### src/design/pli_pkg.sv
// Shared constants, status codes and the cell command type for the positional list.
`timescale 1ns / 1ps
package pli_pkg;

   localparam int CAPACITY = 16;
   localparam int DATA_W   = 32;
   localparam int POS_W    = 5;
   localparam int LEN_W    = 5;
   localparam int STAT_W   = 2;
   localparam int IDX_W    = $clog2(CAPACITY);
   localparam int CNT_W    = $clog2(CAPACITY + 1);
   localparam int CMP_W    = (POS_W > CNT_W) ? POS_W : CNT_W;

   localparam logic [STAT_W-1:0] ST_DONE  = STAT_W'(0);
   localparam logic [STAT_W-1:0] ST_RANGE = STAT_W'(1);
   localparam logic [STAT_W-1:0] ST_FULL  = STAT_W'(2);

   localparam logic KIND_INSERT = 1'b0;
   localparam logic KIND_REMOVE = 1'b1;

   typedef struct packed {
      logic              ins;
      logic              rem;
      logic [CMP_W-1:0]  pos;
      logic [DATA_W-1:0] value;
   } cell_cmd_type;

endpackage

### src/design/positional_list_insert_remove.sv
// Top level: positional list as a row of shifting cells with a length counter.
//
//   channel  dir  fields                                       handshake
//   req_     in   kind, position, value                        req_valid / req_stall
//   rsp_     out  status, removed_value, list_length           rsp_valid / rsp_stall
//
// One operation per cycle while req_stall is low: every cell compares its index with
// the position and shifts at the accepting edge, which also loads the result beat into
// the output register; the result is offered from the next cycle.
// A new beat is taken while the held result is being taken; req_stall follows rsp_stall
// only while a result is held. Synchronous reset empties the list and clears rsp_valid.
`timescale 1ns / 1ps
module positional_list_insert_remove (
   input  logic                          clock,
   input  logic                          reset,
   input  logic                          req_valid,
   output logic                          req_stall,
   input  logic                          req_kind,
   input  logic [pli_pkg::POS_W-1:0]     req_position,
   input  logic [pli_pkg::DATA_W-1:0]    req_value,
   output logic                          rsp_valid,
   input  logic                          rsp_stall,
   output logic [pli_pkg::STAT_W-1:0]    rsp_status,
   output logic [pli_pkg::DATA_W-1:0]    rsp_removed_value,
   output logic [pli_pkg::LEN_W-1:0]     rsp_list_length
);
   import pli_pkg::*;

   logic                 accept;
   logic [CNT_W-1:0]     count_ff;
   logic [CNT_W-1:0]     count_in;
   logic                 rsp_valid_ff;
   logic                 rsp_valid_in;
   logic [STAT_W-1:0]    status_ff;
   logic [STAT_W-1:0]    status_in;
   logic [DATA_W-1:0]    removed_ff;
   logic [DATA_W-1:0]    removed_in;
   logic [CMP_W-1:0]     pos;
   logic [CMP_W-1:0]     cnt;
   cell_cmd_type         cmd;
   logic [DATA_W-1:0]    cell_data [CAPACITY];

   assign req_stall = rsp_valid_ff & rsp_stall;
   assign accept    = req_valid & ~req_stall;
   assign pos       = CMP_W'(req_position);
   assign cnt       = CMP_W'(count_ff);

   always_comb begin
      cmd.ins    = 1'b0;
      cmd.rem    = 1'b0;
      cmd.pos    = pos;
      cmd.value  = req_value;
      status_in  = ST_DONE;
      removed_in = '0;
      count_in   = count_ff;
      if (req_kind == KIND_INSERT) begin
         if (pos > cnt) begin
            status_in = ST_RANGE;
         end else if (cnt >= CMP_W'(CAPACITY)) begin
            status_in = ST_FULL;
         end else begin
            cmd.ins  = accept;
            count_in = count_ff + CNT_W'(1);
         end
      end else begin
         if (pos >= cnt) begin
            status_in = ST_RANGE;
         end else begin
            cmd.rem    = accept;
            removed_in = cell_data[req_position[IDX_W-1:0]];
            count_in   = count_ff - CNT_W'(1);
         end
      end
   end

   genvar g;
   generate
      for (g = 0; g < CAPACITY; g++) begin : g_cell
         logic [DATA_W-1:0] left_w;
         logic [DATA_W-1:0] right_w;
         if (g == 0) begin : g_first
            assign left_w = '0;
         end else begin : g_left
            assign left_w = cell_data[g-1];
         end
         if (g == CAPACITY - 1) begin : g_last
            assign right_w = '0;
         end else begin : g_right
            assign right_w = cell_data[g+1];
         end
         pli_cell u_cell (
            .clock      (clock),
            .cmd        (cmd),
            .idx        (IDX_W'(g)),
            .left_data  (left_w),
            .right_data (right_w),
            .data       (cell_data[g])
         );
      end
   endgenerate

   always_comb begin
      rsp_valid_in = rsp_valid_ff;
      if (accept) begin
         rsp_valid_in = 1'b1;
      end else if (!rsp_stall) begin
         rsp_valid_in = 1'b0;
      end
   end

   always_ff @(posedge clock) begin
      if (reset) begin
         count_ff     <= '0;
         rsp_valid_ff <= 1'b0;
      end else begin
         rsp_valid_ff <= rsp_valid_in;
         if (accept) begin
            count_ff <= count_in;
         end
      end
   end

   always_ff @(posedge clock) begin
      if (accept) begin
         status_ff  <= status_in;
         removed_ff <= removed_in;
      end
   end

   assign rsp_valid         = rsp_valid_ff;
   assign rsp_status        = status_ff;
   assign rsp_removed_value = removed_ff;
   assign rsp_list_length   = LEN_W'(count_ff);

endmodule

### src/design/pli_cell.sv
// One list slot: holds a word and shifts from a neighbour on insert or remove, or loads the inserted value.
`timescale 1ns / 1ps
module pli_cell (
   input  logic                        clock,
   input  pli_pkg::cell_cmd_type       cmd,
   input  logic [pli_pkg::IDX_W-1:0]   idx,
   input  logic [pli_pkg::DATA_W-1:0]  left_data,
   input  logic [pli_pkg::DATA_W-1:0]  right_data,
   output logic [pli_pkg::DATA_W-1:0]  data
);
   import pli_pkg::*;

   logic [DATA_W-1:0] data_ff;
   logic [DATA_W-1:0] data_in;
   logic [CMP_W-1:0]  my_idx;

   assign my_idx = CMP_W'(idx);

   always_comb begin
      data_in = data_ff;
      if (cmd.ins) begin
         if (my_idx > cmd.pos) begin
            data_in = left_data;
         end else if (my_idx == cmd.pos) begin
            data_in = cmd.value;
         end
      end else if (cmd.rem) begin
         if (my_idx >= cmd.pos) begin
            data_in = right_data;
         end
      end
   end

   always_ff @(posedge clock) begin
      data_ff <= data_in;
   end

   assign data = data_ff;

endmodule

### config.mk
export PLATFORM = sky130hd
export DESIGN_NAME = positional_list_insert_remove
export DESIGN_NICKNAME = d
export VERILOG_FILES = /design/src/design/pli_pkg.sv /design/src/design/positional_list_insert_remove.sv /design/src/design/pli_cell.sv
export SDC_FILE = /design/constraint.sdc
export NUM_CORES = 1
export LEC_CHECK = 0
export ABC_CLOCK_PERIOD_IN_PS = 10910
export BUFFER_PORTS_ARGS = -buffer_cell sky130_fd_sc_hd__buf_4
export CAP_MARGIN = 25
export CORE_MARGIN = 2
export CORE_UTILIZATION = 65
export DETAILED_ROUTE_END_ITERATION = 12
export PLACE_DENSITY_LB_ADDON = 0.2
export SKIP_CTS_REPAIR_TIMING = 1
export SYNTH_ARGS = -nofsm -noshare
export SYNTH_HDL_FRONTEND = slang
export SYNTH_SLANG_ARGS = --single-unit
### constraint.sdc
create_clock -name clock -period 10.91 [get_ports clock]
set_input_delay 1.6365 -clock clock [delete_from_list [all_inputs] [get_ports clock]]
set_output_delay 1.6365 -clock clock [all_outputs]
set_load 0.01 [all_outputs]
# After elaboration in Yosys (flattened, before gate mapping)
# Index checks and enable logic that the tools add are counted.
dict set report totals {
  regBits 552
  in_bits 42
  output_inout_bits 41
  elab_cells 232
}
dict set report op_classes {
  n_addsub 2
  order_cmp 36
  eq_ne 35
  n_mux 98
  bitwise_logic 5
  n_reduce_logical 36
}
# operator n
set op_table {}
lappend op_table {{$mux 32} 82}
lappend op_table {{$bmux 32 s4} 1}
lappend op_table {{$ne 3x1->1 const B} 16}
lappend op_table {{$reduce_and 3->1} 16}
lappend op_table {{$eq 4x5->1 const A} 8}
lappend op_table {{$ge 4x5->1 const A} 8}
lappend op_table {{$gt 4x5->1 const A} 8}
lappend op_table {{$reduce_bool 2->1} 17}
lappend op_table {{$eq 3x5->1 const A} 4}
lappend op_table {{$ge 3x5->1 const A} 4}
lappend op_table {{$gt 3x5->1 const A} 4}
lappend op_table {{$mux 5} 4}
lappend op_table {{$eq 2x5->1 const A} 2}
lappend op_table {{$ge 1x5->1 const A} 2}
lappend op_table {{$ge 2x5->1 const A} 2}
lappend op_table {{$ge 5x5->1 const B} 2}
lappend op_table {{$gt 1x5->1 const A} 2}
lappend op_table {{$gt 2x5->1 const A} 2}
lappend op_table {{$mux 1} 8}
lappend op_table {{$mux 2} 3}
lappend op_table {{$ne 2x2->1 const B} 3}
lappend op_table {{$add 5x1->5 const B} 1}
lappend op_table {{$eq 1x5->1 const A} 1}
lappend op_table {{$ge 5x5->1} 1}
lappend op_table {{9 further kinds} 11}

# Longest topological paths before layout
dict set report logic_depth {
  ltp_word 8
  ltp_mapped 14
  ltp_nobuf 7
}

# By module
# From an unflattened synthesis, not the netlist that was laid out.
dict set report hier_totals {
  hier_cells 3619
  hier_area_um2 35995.8
}
# mod instances cells_per_inst area_each_um2 seq_area_each_um2
set by_module_without_submodules {}
lappend by_module_without_submodules {{pli_cell at g_cell[14].u_cell ...} 11 203 1944.4 960.9}
lappend by_module_without_submodules {{pli_cell at g_cell[0].u_cell ...} 5 202 1858.0 960.9}
lappend by_module_without_submodules {positional_list_insert_remove 1 376 5317.6 1141.1}

# Worst setup path before layout
# Ideal clock, no wire load.
dict set report synth_path {
  path_kind {input to register}
  start {input req_position[0] (netlist name)}
  end {register g_cell[10].u_cell.data_ff[0] (enable)}
  setup_ns 0.480
  arrival_ns 5.900
  t_required_ns 10.430
  slack_ns 4.530
  cell_stages 12
  path_buffers 5
  path_cell_list {buf_6 buf_4 buf_2 inv_1 ha_1 inv_1 nor4_2 a21o_1 buf_2 a31oi_1 buf_2 a311oi_1}
}
dict set report synth_between {
  elab_chain_len 5
  elab_cells_between_ends 13
  classes_between {order compare: 4; eq/ne: 2; mux: 4; reduce/logical: 3}
}
# element line_no
set synth_lines {}
lappend synth_lines {{from (decl)} positional_list_insert_remove.sv:19} ;# input logic [pli_pkg::POS_W-1:0] req_position,
lappend synth_lines {{$gt 5x5->1 / $ge 5x5->1 (equally long branches)} {positional_list_insert_remove.sv:57, positional_list_insert_remove.sv:66}}
lappend synth_lines {{$mux 1 (on tied branches)} {positional_list_insert_remove.sv:57, positional_list_insert_remove.sv:66}}
lappend synth_lines {{$mux 1} positional_list_insert_remove.sv:56} ;# if (req_kind == KIND_INSERT) begin
lappend synth_lines {{$ne 3x1->1 (no source line) / $reduce_bool 2->1 (equally long branches)} -}
lappend synth_lines {{$reduce_and 3->1 (no source line) (*)} -}
lappend synth_lines {{to (signal assigned)} pli_cell.sv:35} ;# data_ff <= data_in;
lappend synth_lines {{to (decl)} pli_cell.sv:13} ;# logic [DATA_W-1:0] data_ff;
# Every way passes the cells marked *; elsewhere a longest branch is shown, timed or not.
# A chain may end at the register's enable or synchronous reset.

# Worst setup path in the final report
dict set report layout_path {
  start {input req_position[2] (netlist name)}
  end {register g_cell[5].u_cell.data_ff[14], data pin}
}
dict set report layout_between {
  elab_chain_len 4
  elab_cells_between_ends 6
  classes_between {order compare: 2; mux: 4}
}
# element line_no
set layout_lines {}
lappend layout_lines {{$gt 5x5->1} positional_list_insert_remove.sv:57} ;# if (pos > cnt) begin
lappend layout_lines {{$mux 1} positional_list_insert_remove.sv:57}
lappend layout_lines {{$mux 1} positional_list_insert_remove.sv:56}
lappend layout_lines {{$mux 32 (*)} pli_cell.sv:21} ;# if (cmd.ins) begin
lappend layout_lines {{via g_cell[5].u_cell.data_in[14]} pli_cell.sv:14} ;# logic [DATA_W-1:0] data_in;
lappend layout_lines {{to (signal assigned)} pli_cell.sv:35}
lappend layout_lines {{to (decl)} pli_cell.sv:13}
# Mark *: on every way through the listed nets, which the timed path passes. The rest lies on a longest branch.

==> metrics.csv <==
metric,value,unit
status,"complete, no violations",
port_buffers,82,
synth_fp_nets,2754,
timing.final.crit_share,0.5569,
synth_mux_area_frac,0.2375,
sequentialPowerShare,0.470,
async_flop_share,0,
die-height,223.8,µm
synth_flop_cell,edfxtp_1,
crit_type,in -> reg,
final_cells,3311,
ys_ff_latch,552,
grt_pass1_vias,22030,
syn-instance-count,2703,
area_delta_synth_final,9.585,%
drt_iter0_drc,3153,
core,0.04775,mm²
cap_violations,0,
synth_top_family_by_area,multiplexers,
crit_path_start_kind,primary input,
period_needed,6.076,ns
hold_path.class,reg -> reg,
die-area,0.05010,mm²
cts-root-buf,clkbuf_16,
slew_viol_final,0,
grt_max_degree,266,
pwr-share-clk,0.398,
vias_per_cell,6.859,
grt_pass1_wl,132.4,mm
fmax,164.6,MHz
post_drt_wl_per_cell,26.02,µm
r2r_slack,6.02,ns
crit_path_end_kind,flip-flop,
die-width,223.8,µm
dp.final_hpwl,51.21,mm
drive_gt1_frac,0.1588,
io_pins,83,
fin_worst_skew,0.009847,ns
cts_tree,done,
synth.avg_cell_area,11.62,µm²
synth-xor-area-share,0.0005577,
routed_wl,86.15,mm
rsz0062_at_grt,no,
slew_headroom,0.2032,
fin_area,0.03442,mm²
initial_core_util,0.6578,
dpl_cell_area,0.03238,mm²
vdd_drop_max,0.0001344,V
placedCellCount,3199,
synthSimpleGateAreaFrac,0.1022,
finalSetupViolCount,0,
synth-compound-area-share,0.08959,
switchingPower,0.001318,W
htreeDepth,2,
total_leakage_power,12.99,nW
clk_latency,0.62,ns
swShare,0.2526,
dr.pass1.iters,6,
synth.distinct_cells,51,
intPower,0.003899,W
power_density,151.6,mW/mm²
hold_viol_final,0,
drcViolationCount,0,
ys_seq_area_frac,0.5258,
route.vias.total,22710,
clk_pin_slew_worst_paths,0.06,ns
grt_overflow,0,
fin_nets,2699,
ant_nets,0,
cts_made_buffers,59,
power.total,0.005218,W
synth_fa_ha_area_frac,0.003824,
crit_arrival,6.40,ns
critPathRequiredTime,11.23,ns
cts_buffer_depth,3,
yosys_warnings,0,
syn_area,0.03141,mm²
cts.sinks,552,
antenna_found_initial,1,
combPwrFrac,0.131,
grt_use_total,0.3473,
synth-edff-count,546,
routabilityCongestion,0.8542,
worst_pin_slew,1.195,ns
worstPathMaxFanout,265,
rows,80,
tns,0,ns
[kinds of logic after synthesis]
family,count (synthesis)
AOI/OAI and AO/OA,518
xor gates and xnor gates,2
adders and majority gates,9
buffers and inverters,262
DFF,552
muxes,545
and+or+nand+nor,815
[power groups by stage]
stage                     clock, W  sequential (W)  combinational, W
after floorplan                  0         0.00249          0.000465
after global placement           0         0.00249          0.000632
after detailed placement         0         0.00250          0.000666
after CTS                  0.00209         0.00245          0.000670
after global routing       0.00216         0.00246          0.000733
final                      0.00208         0.00245          0.000685
[placed cells by master, fill, tap and decap left out, drive strengths merged, types with 2 or more instances in the layout]
cell type / Yosys / layout
nand2: 675 / 675
edfxtp: 546 / 546
o21ai: 386 / 386
mux2i: 384 / 384
mux4: 160 / 160
buf: 142 / 135
nor2: 86 / 86
clkbuf: 110 / 70
a31oi: 68 / 68
a21oi: 42 / 42
and3: 32 / 32
clkinv: 0 / 28
inv: 10 / 10
bufinv: 0 / 9
ha: 8 / 8
and2: 7 / 7
dfxtp: 6 / 6
a21o: 5 / 5
o21a: 4 / 4
or2: 4 / 4
nand3: 3 / 3
o32ai: 3 / 3
nor2b: 2 / 2
nor3: 2 / 2
xor2: 2 / 2
clkinvlp: 0 / 2
or3: 2 / 2
[cell type report]
cell class / instances / area (µm²)
fillers: 3213 / 13330
inverters: 10 / 37.54
repair buffers: 136 / 1306
clock buffers: 69 / 1556
diodes: 1 / 2.502
flip-flops and latches: 552 / 16520
multi-input cells: 1889 / 13820
well taps: 615 / 769.5
clock inverters: 39 / 407.9
[layer usage]
layer / vias to the layer above / GRT usage / share of wire
met5: - / 0 / 0
met4: 0 / 0.1015 / 0.026
met3: 177 / 0.08145 / 0.12
met2: 1522 / 0.5342 / 0.46
met1: 11100 / 0.5006 / 0.39
li1: 9910 / - / -
[through the flow]
step	util	setup WS [ns]	hold slack, ns
global route	0.7209	4.663	0.5849
finish	0.7209	4.834	0.5517
global placement	0.6717	4.562	0.5244
CTS	0.7193	5.084	0.5522
detailed placement	0.6781	4.404	0.5392
floorplan	-	4.530	0.5165
[cells in the mapped netlist, types with 2 or more instances]
| cell | instances | area [µm²] |
|---|---|---|
| a21o_1 | 5 | 37.54 |
| a21oi_1 | 37 | 185.2 |
| a21oi_2 | 3 | 26.28 |
| a21oi_4 | 2 | 32.53 |
| a31oi_1 | 65 | 406.6 |
| a31oi_2 | 2 | 25.02 |
| and2_1 | 7 | 43.79 |
| and3_1 | 32 | 200.2 |
| buf_1 | 10 | 37.54 |
| buf_2 | 99 | 495.5 |
| buf_4 | 22 | 165.2 |
| buf_6 | 11 | 123.9 |
| clkbuf_1 | 110 | 412.9 |
| dfxtp_1 | 6 | 120.1 |
| edfxtp_1 | 546 | 16400 |
| ha_1 | 8 | 100.1 |
| inv_1 | 10 | 37.54 |
| mux2i_1 | 384 | 3844 |
| mux4_2 | 160 | 3603 |
| nand2_1 | 675 | 2534 |
| nand3_1 | 3 | 15.01 |
| nor2_1 | 84 | 315.3 |
| nor2_2 | 2 | 12.51 |
| nor2b_1 | 2 | 12.51 |
| nor3_1 | 2 | 10.01 |
| o21a_1 | 4 | 30.03 |
| o21ai_0 | 237 | 1186 |
| o21ai_1 | 148 | 740.7 |
| o32ai_1 | 3 | 26.28 |
| or2_1 | 2 | 12.51 |
| xor2_1 | 2 | 17.52 |
[state kept, by name (all words and copies together), names as in the netlist]
register	flops
rsp_status	2
rsp_valid	1
rsp_removed_value	32
g_cell.u_cell.data	512
rsp_list_length	5
[worst paths after layout]
check | from | end | cells after the start
setup / recovery | req_position[2] | g_cell[5].u_cell.data[14]$_DFFE_PP_ | 9
hold / removal | g_cell[15].u_cell.data[7]$_SDFFCE_PN0P_ | g_cell[14].u_cell.data[7]$_DFFE_PP_ | 2
setup reg to reg | rsp_list_length[4]$_SDFFE_PP0P_ | g_cell[5].u_cell.data[14]$_DFFE_PP_ | 9
hold reg to reg | g_cell[15].u_cell.data[7]$_SDFFCE_PN0P_ | g_cell[14].u_cell.data[7]$_DFFE_PP_ | 2
[critical path: stages]
cell and delay, ns:
buf_4 0.72, ha_1 0.30, a21oi_1 0.09, o21a_2 0.52
a21oi_4 0.26, buf_4 0.69, buf_12 0.59, buf_4 0.91
o21ai_0 0.25
Power figures use the tool's default switching activity.
